--- config.mk ---
export PLATFORM = sky130hd
export DESIGN_NAME = pcx_rle_line_encoder_top
export DESIGN_NICKNAME = d
export VERILOG_FILES = /design/src/rtl/pcxrle_pkg.sv /design/src/rtl/pcx_rle_line_encoder_top.sv
export SDC_FILE = /design/constraint.sdc
export NUM_CORES = 1
export LEC_CHECK = 0
export BUFFER_PORTS_ARGS = -buffer_cell sky130_fd_sc_hd__buf_2
export CAP_MARGIN = 25
export CORE_UTILIZATION = 50
export DETAILED_ROUTE_END_ITERATION = 12
export HOLD_SLACK_MARGIN = 0.12
export PLACE_DENSITY = 0.74
export SYNTH_ARGS = -nofsm -noshare
export SYNTH_HDL_FRONTEND = slang
export SYNTH_SLANG_ARGS = --single-unit
--- constraint.sdc ---
create_clock -name clk -period 6.9 [get_ports clk]
set_clock_uncertainty 0.2 [all_clocks]
set_input_delay 1.035 -clock clk [delete_from_list [all_inputs] [get_ports clk]]
set_output_delay 1.035 -clock clk [all_outputs]
set_load 0.1 [all_outputs]
--- src/rtl/pcxrle_pkg.sv ---
// shared types and constants of the pcx run-length line encoder
`default_nettype none

package pcxrle_pkg;

	localparam int unsigned MAX_RESULTS = 4;

	localparam logic [5:0] RUN_LIMIT  = 6'd63;
	localparam logic [7:0] COUNT_MARK = 8'hC0;

	// configuration register indexes
	typedef enum logic [0:0] {
		REG_BYTES_PER_PLANE = 1'b0,
		REG_PLANE_COUNT     = 1'b1
	} reg_index_t;

	typedef logic [7:0] code_t;

	// one group of encoded bytes caused by a single item
	typedef struct packed {
		code_t [MAX_RESULTS-1:0] codes;
		logic  [2:0]             count;
		logic                    line_end;
	} result_group_t;

endpackage

`default_nettype wire

--- src/rtl/pcx_rle_line_encoder_top.sv ---
// pcx run-length line encoder: run tracking, plane counting and output group buffer
// the first encoded byte of an item is valid in the cycle after the item is taken
// throughput: one item per cycle while items only extend a run; an item that closes runs
//   holds the next item back until its group of up to four bytes drains at one per cycle
//   while out_stall is low, set by the single output register group
// reset: arst_n clears run state, plane counters and the output group, and loads
//   bytes_per_plane = 640 and plane_count = 1
`default_nettype none

module pcx_rle_line_encoder_top
	import pcxrle_pkg::*;
#(
	parameter int unsigned MAX_PLANE_BYTES = 65535
) (
	input  wire logic        clk,
	input  wire logic        arst_n,
	// configuration write port
	input  wire logic        wr_en,
	input  wire logic [0:0]  wr_index,
	input  wire logic [15:0] wr_data,
	// raw byte channel
	input  wire logic        in_valid,
	output logic             in_stall,
	input  wire logic [7:0]  data_byte,
	// encoded byte channel
	output logic             out_valid,
	input  wire logic        out_stall,
	output logic [7:0]       code_byte,
	output logic             last_of_item,
	output logic             line_end
);

	localparam logic [15:0] PLANE_MAX = 16'(MAX_PLANE_BYTES);

	// configuration registers
	logic [15:0] bytes_per_plane_q;
	logic [2:0]  plane_count_q;

	// run and position state
	logic [7:0]  run_value_q;
	logic [5:0]  run_length_q;
	logic [15:0] byte_in_plane_q;
	logic [1:0]  plane_index_q;

	// output group: codes of one item, drained one per cycle while out_stall is low
	result_group_t group_q;
	logic [1:0]    rd_q;

	result_group_t group_d;
	logic          in_accept;
	logic          out_accept;
	logic          group_free;

	logic [15:0] psize;
	logic [2:0]  planes;
	logic        close_first;
	logic        open_new;
	logic [7:0]  next_value;
	logic [5:0]  next_length;
	logic        plane_end;
	logic        line_done;
	logic [2:0]  n;

	always_ff @(posedge clk or negedge arst_n) begin
		if (!arst_n) begin
			bytes_per_plane_q <= 16'd640;
			plane_count_q     <= 3'd1;
		end else if (wr_en) begin
			unique case (reg_index_t'(wr_index))
				REG_BYTES_PER_PLANE: bytes_per_plane_q <= wr_data;
				REG_PLANE_COUNT:     plane_count_q     <= wr_data[2:0];
				default: ;
			endcase
		end
	end

	// effective plane size and plane count after clamping
	always_comb begin
		psize = bytes_per_plane_q;
		if (psize == 16'd0)
			psize = 16'd1;
		if (psize > PLANE_MAX)
			psize = PLANE_MAX;
		planes = plane_count_q;
		if (planes == 3'd0)
			planes = 3'd1;
		if (planes > 3'd4)
			planes = 3'd4;
	end

	// encode one item: close the open run if it breaks, extend or open a run,
	// then close it again at a plane boundary
	always_comb begin
		group_d       = '0;
		n             = 3'd0;
		close_first   = (run_length_q != 6'd0) &&
			((data_byte != run_value_q) || (run_length_q >= RUN_LIMIT));
		if (close_first) begin
			if ((run_length_q > 6'd1) || (run_value_q[7:6] == 2'b11)) begin
				group_d.codes[n[1:0]] = COUNT_MARK | {2'b00, run_length_q};
				n = n + 3'd1;
			end
			group_d.codes[n[1:0]] = run_value_q;
			n = n + 3'd1;
		end

		open_new    = close_first || (run_length_q == 6'd0);
		next_value  = open_new ? data_byte : run_value_q;
		next_length = open_new ? 6'd1 : run_length_q + 6'd1;

		plane_end = ({1'b0, byte_in_plane_q} + 17'd1) >= {1'b0, psize};
		line_done = plane_end && (({1'b0, plane_index_q} + 3'd1) >= planes);

		if (plane_end) begin
			if ((next_length > 6'd1) || (next_value[7:6] == 2'b11)) begin
				group_d.codes[n[1:0]] = COUNT_MARK | {2'b00, next_length};
				n = n + 3'd1;
			end
			group_d.codes[n[1:0]] = next_value;
			n = n + 3'd1;
		end
		group_d.count    = n;
		group_d.line_end = line_done;
	end

	// handshakes: a new item goes in once the current group is drained or drains now
	assign out_valid    = {1'b0, rd_q} < group_q.count;
	assign out_accept   = out_valid && !out_stall;
	assign last_of_item = ({1'b0, rd_q} + 3'd1) == group_q.count;
	assign group_free   = !out_valid || (out_accept && last_of_item);
	assign in_stall     = !group_free;
	assign in_accept    = in_valid && group_free;

	assign code_byte = group_q.codes[rd_q];
	assign line_end  = group_q.line_end && last_of_item;

	always_ff @(posedge clk or negedge arst_n) begin
		if (!arst_n) begin
			run_value_q     <= 8'd0;
			run_length_q    <= 6'd0;
			byte_in_plane_q <= 16'd0;
			plane_index_q   <= 2'd0;
		end else if (in_accept) begin
			run_value_q <= next_value;
			if (plane_end) begin
				run_length_q    <= 6'd0;
				byte_in_plane_q <= 16'd0;
				if (line_done)
					plane_index_q <= 2'd0;
				else
					plane_index_q <= plane_index_q + 2'd1;
			end else begin
				run_length_q    <= next_length;
				byte_in_plane_q <= byte_in_plane_q + 16'd1;
			end
		end
	end

	// output group register
	always_ff @(posedge clk or negedge arst_n) begin
		if (!arst_n) begin
			group_q <= '0;
			rd_q    <= 2'd0;
		end else if (in_accept) begin
			group_q <= group_d;
			rd_q    <= 2'd0;
		end else if (out_accept) begin
			if (last_of_item) begin
				group_q.count <= 3'd0;
				rd_q          <= 2'd0;
			end else begin
				rd_q <= rd_q + 2'd1;
			end
		end
	end

`ifndef SYNTHESIS
	// an item is only taken when the previous group is gone or finishing
	assert property (@(posedge clk) disable iff (!arst_n)
		(in_valid && !in_stall) |-> (!out_valid || (!out_stall && last_of_item)))
		else $error("item accepted over a pending group");

	// end of line only marks the final byte of a group
	assert property (@(posedge clk) disable iff (!arst_n)
		(out_valid && line_end) |-> last_of_item)
		else $error("line end on a byte that is not last");

	// open run never grows beyond the pcx count limit
	assert property (@(posedge clk) disable iff (!arst_n)
		run_length_q <= RUN_LIMIT)
		else $error("run length above limit");

	// a group never holds more codes than one item can cause
	assert property (@(posedge clk) disable iff (!arst_n)
		group_q.count <= 3'(MAX_RESULTS))
		else $error("group count out of range");
`endif

endmodule

`default_nettype wire

==> results.yml <==
placement:
  dp_hpwl_um: 8798
  io_buffers: 41
  dpl_cell_area_um2: 5628
  place_congestion: 0.8944
  dp.cells: 724
drt:
  drtAntennaViolNets: 0
  drt-met1-wl_um: 5816
  detail_route.wl_per_cell_um: 16.96
  topRoutingLayerUsed: "met4"
  drc: 0
  wl_met2_um: 5848
  postRouteWirelength_um: 12560
  drt-pass1-iter-count: 5
  dr_wl_met3_um: 708
  via_per_inst: 6.027
  vias: 4466
  first_iter_violations: 399
worst_setup_path:
  worstPathRequired_ns: 6.95
  worst-path-buf-inv: 0
  crit_arrival_ns: 4.53
  startpoint_type: "flop"
  critical_path_class: "reg -> reg"
  critical-path-slowest-cell: "and2_1"
  worstPathMaxFanout: 23
  path_cells: "ha_1 > and3_1 > and4_4 > nand3_1 > xnor2_1 > ha_1 > a21o_1 > a21oi_1 > o21ai_0 > a311oi_4 > and2_1 > o221ai_1 > o221a_2"
  cp_top_family: "simple AND/OR/NAND/NOR gates"
  cpMostUsedCell: "ha_1"
  cpPeakStageDelay_ns: 0.90
  critical_path.endpoint_type: "flop"
global_route:
  grt_pass1_wl_um: 21630
  track_usage_pct: 24.47
  grt_pass1_vias: 4440
  overflow: 0
  antenna_found_initial: 0
  grt_max_degree: 64
layout:
  multi_input_area_um2: 2899
  final_area_um2: 5809
  area_growth_pct: 7.876
  regArea_um2: 2231
  layout.nets: 663
  final_cell_count_no_fill: 741
  n_antenna_cell: 0
  fillCellCount: 943
  drive_gt1_share_pct: 15.54
synth:
  yosysUniqueCellTypes: 55
  synth_area_per_cell_um2: 9.317
  syn_area_um2: 5385
  ys.flop_type: "dfrtp_1"
  synth_area_leader_cell: "dfrtp_1"
  synth_seq_cells: 89
  yosysTopAreaCellShare_pct: 39.96
  synth_nets: 641
  synth_cells: 578
  async_flop_share_pct: 100.0
  synth-edff-count: 0
  synth_common_cells: "111 x nand2_1, 86 x dfrtp_1, 46 x o21ai_0"
  ys_seq_area_share_pct: 41.43
  ys_top_cells_by_area: "dfrtp_1 40%, nand2_1 7.7%, ha_1 7.7%"
  ys_warn_count: 0
  post-synth-top-count-cell: "nand2_1"
die:
  dieHeight_um: 105.8
  die_w_um: 105.8
  core-area_um2: 10370
  ios: 42
  rows: 37
  initial_utilization_pct: 51.93
  die_area_um2: 11190
clocking:
  cts_hold_buf: 0
  ctsLongestPathBuffers: 2
  postCtsSetupBuffers: 0
  cts_resized: 0
  worstSkewPairLatency_ns: 0.37
  cts_inserted_buffers: 9
  cts_htree_levels: 3
  cts_tree: "done"
  clk_pin_slew_ns: 0.08
  cts_sinks: 89
  cts-root-buf: "clkbuf_8"
power:
  power_density_nw_per_um2: 430.5
  p_total_mw: 2.501
  p_leak_nw: 2.659
  peakVddDrop_mv: 0.5259
outcome:
  outcome: "finished clean"
sta:
  setup_violations: 0
  worst_pin_slew_ns: 1.067
  fin_crit_ns: 4.483
  maxSlewHeadroom_pct: 28.84
  tns_ns: 0
  drv_slew: 0
  hold_viol_final: 0
  grt_setup_unrepaired: "false"
  fin_crit_sh_pct: 64.97
  fin_hold_ws_ns: 0.2797
  max_freq_mhz: 223.1
flow_run:
  maxCapViolCount: 0
min_path:
  hp-class: "reg -> reg"
-- routing by layer --
layer	track usage (%)	vias to the layer above
met2	39.03	148
met1	34.30	2196
met3	3.092	16
met5	0	-
met4	8.730	0
li1	-	2106
-- cell usage in the layout (no fill, tap or decap), types with 5 or more instances in the layout --
cell and n:
nor3_1 7, and3_1 6, ha_1 33, nand2_1 110, o211ai_1 10, nor2b_1 5, and4_1 5, dfrtp_1 86
o221ai_1 6, a21o_1 7, a21oi_1 20, a31oi_1 6, nand4_1 12, inv_1 26, a22o_1 12, o221a_2 6
mux4_2 8, o31ai_1 5, nor2_1 18, clkbuf_8 10, xnor2_1 23, buf_2 40, clkbuf_1 5, xor2_1 8
nand3_1 25, o21ai_0 46
-- flip-flops by register name, summed over array words and instances (netlist names) --
signal	flops
bytes_per_plane_q	16
run_value_q	8
group_q	36
rd_q	2
byte_in_plane_q	16
plane_index_q	2
plane_count_q	3
run_length_q	6
-- area by class of cell --
| cell class | instances | area share, % |
|---|---|---|
| multi-input combinational | 429 | 49.90 |
| sequential | 89 | 38.40 |
| timing repair buffer | 45 | 4.308 |
| tap | 136 | 2.929 |
| clock buffer | 15 | 2.692 |
| inverter | 26 | 1.680 |
| clock inverter | 1 | 0.08615 |
-- cells by family (layout without fill, tap and decap cells) --
| group | Yosys count | count (layout) | share of synthesized area [%] |
|---|---|---|---|
| AO/OA/AOI/OAI | 140 | 140 | 17.94 |
| XOR/XNOR | 31 | 31 | 5.042 |
| adder cells (fa/ha/maj) | 33 | 33 | 7.667 |
| buffers and inverters | 60 | 87 | 4.856 |
| flip-flops | 89 | 89 | 41.43 |
| multiplexers | 14 | 14 | 4.554 |
| AND/OR/NAND/NOR | 211 | 211 | 18.52 |
-- final timing paths --
kind / from / to / slack (ns) / cells after the start
worst max register to register: byte_in_plane_q[0] / group_q[5] / 2.42 / 13
max in group asynchronous: arst_n / group_q[16] / 5.03 / 2
worst min-delay path: group_q[32] / group_q[32] / 0.28 / 2
worst min register to register: group_q[32] / group_q[32] / 0.28 / 2
worst max-delay path: byte_in_plane_q[0] / group_q[5] / 2.42 / 13
min in group asynchronous: arst_n / bytes_per_plane_q[12] / 0.43 / 1
-- power by group --
part           switching, mW  internal [mW]
registers              0.134          0.638
logic                   1.00          0.406
clock network          0.177          0.141
total                   1.32           1.19
-- worst register-to-register path: cells and delay by family (launching register included) --
family | cells | cell delay (ns)
compound gates | 6 | 1.33
xor+xnor | 1 | 0.22
fa+ha+maj | 2 | 0.59
flops | 1 | 0.48
simple gates | 4 | 1.55
-- metrics by stage --
step	worst slack [ns]	utilization, %
2_1_floorplan	1.281	-
3_3_place_gp	2.639	54.27
3_5_place_dp	2.471	54.27
4_1_cts	2.425	55.83
5_1_grt	2.128	56.02
6_report	2.417	56.02
Power figures use the tool's default switching activity.
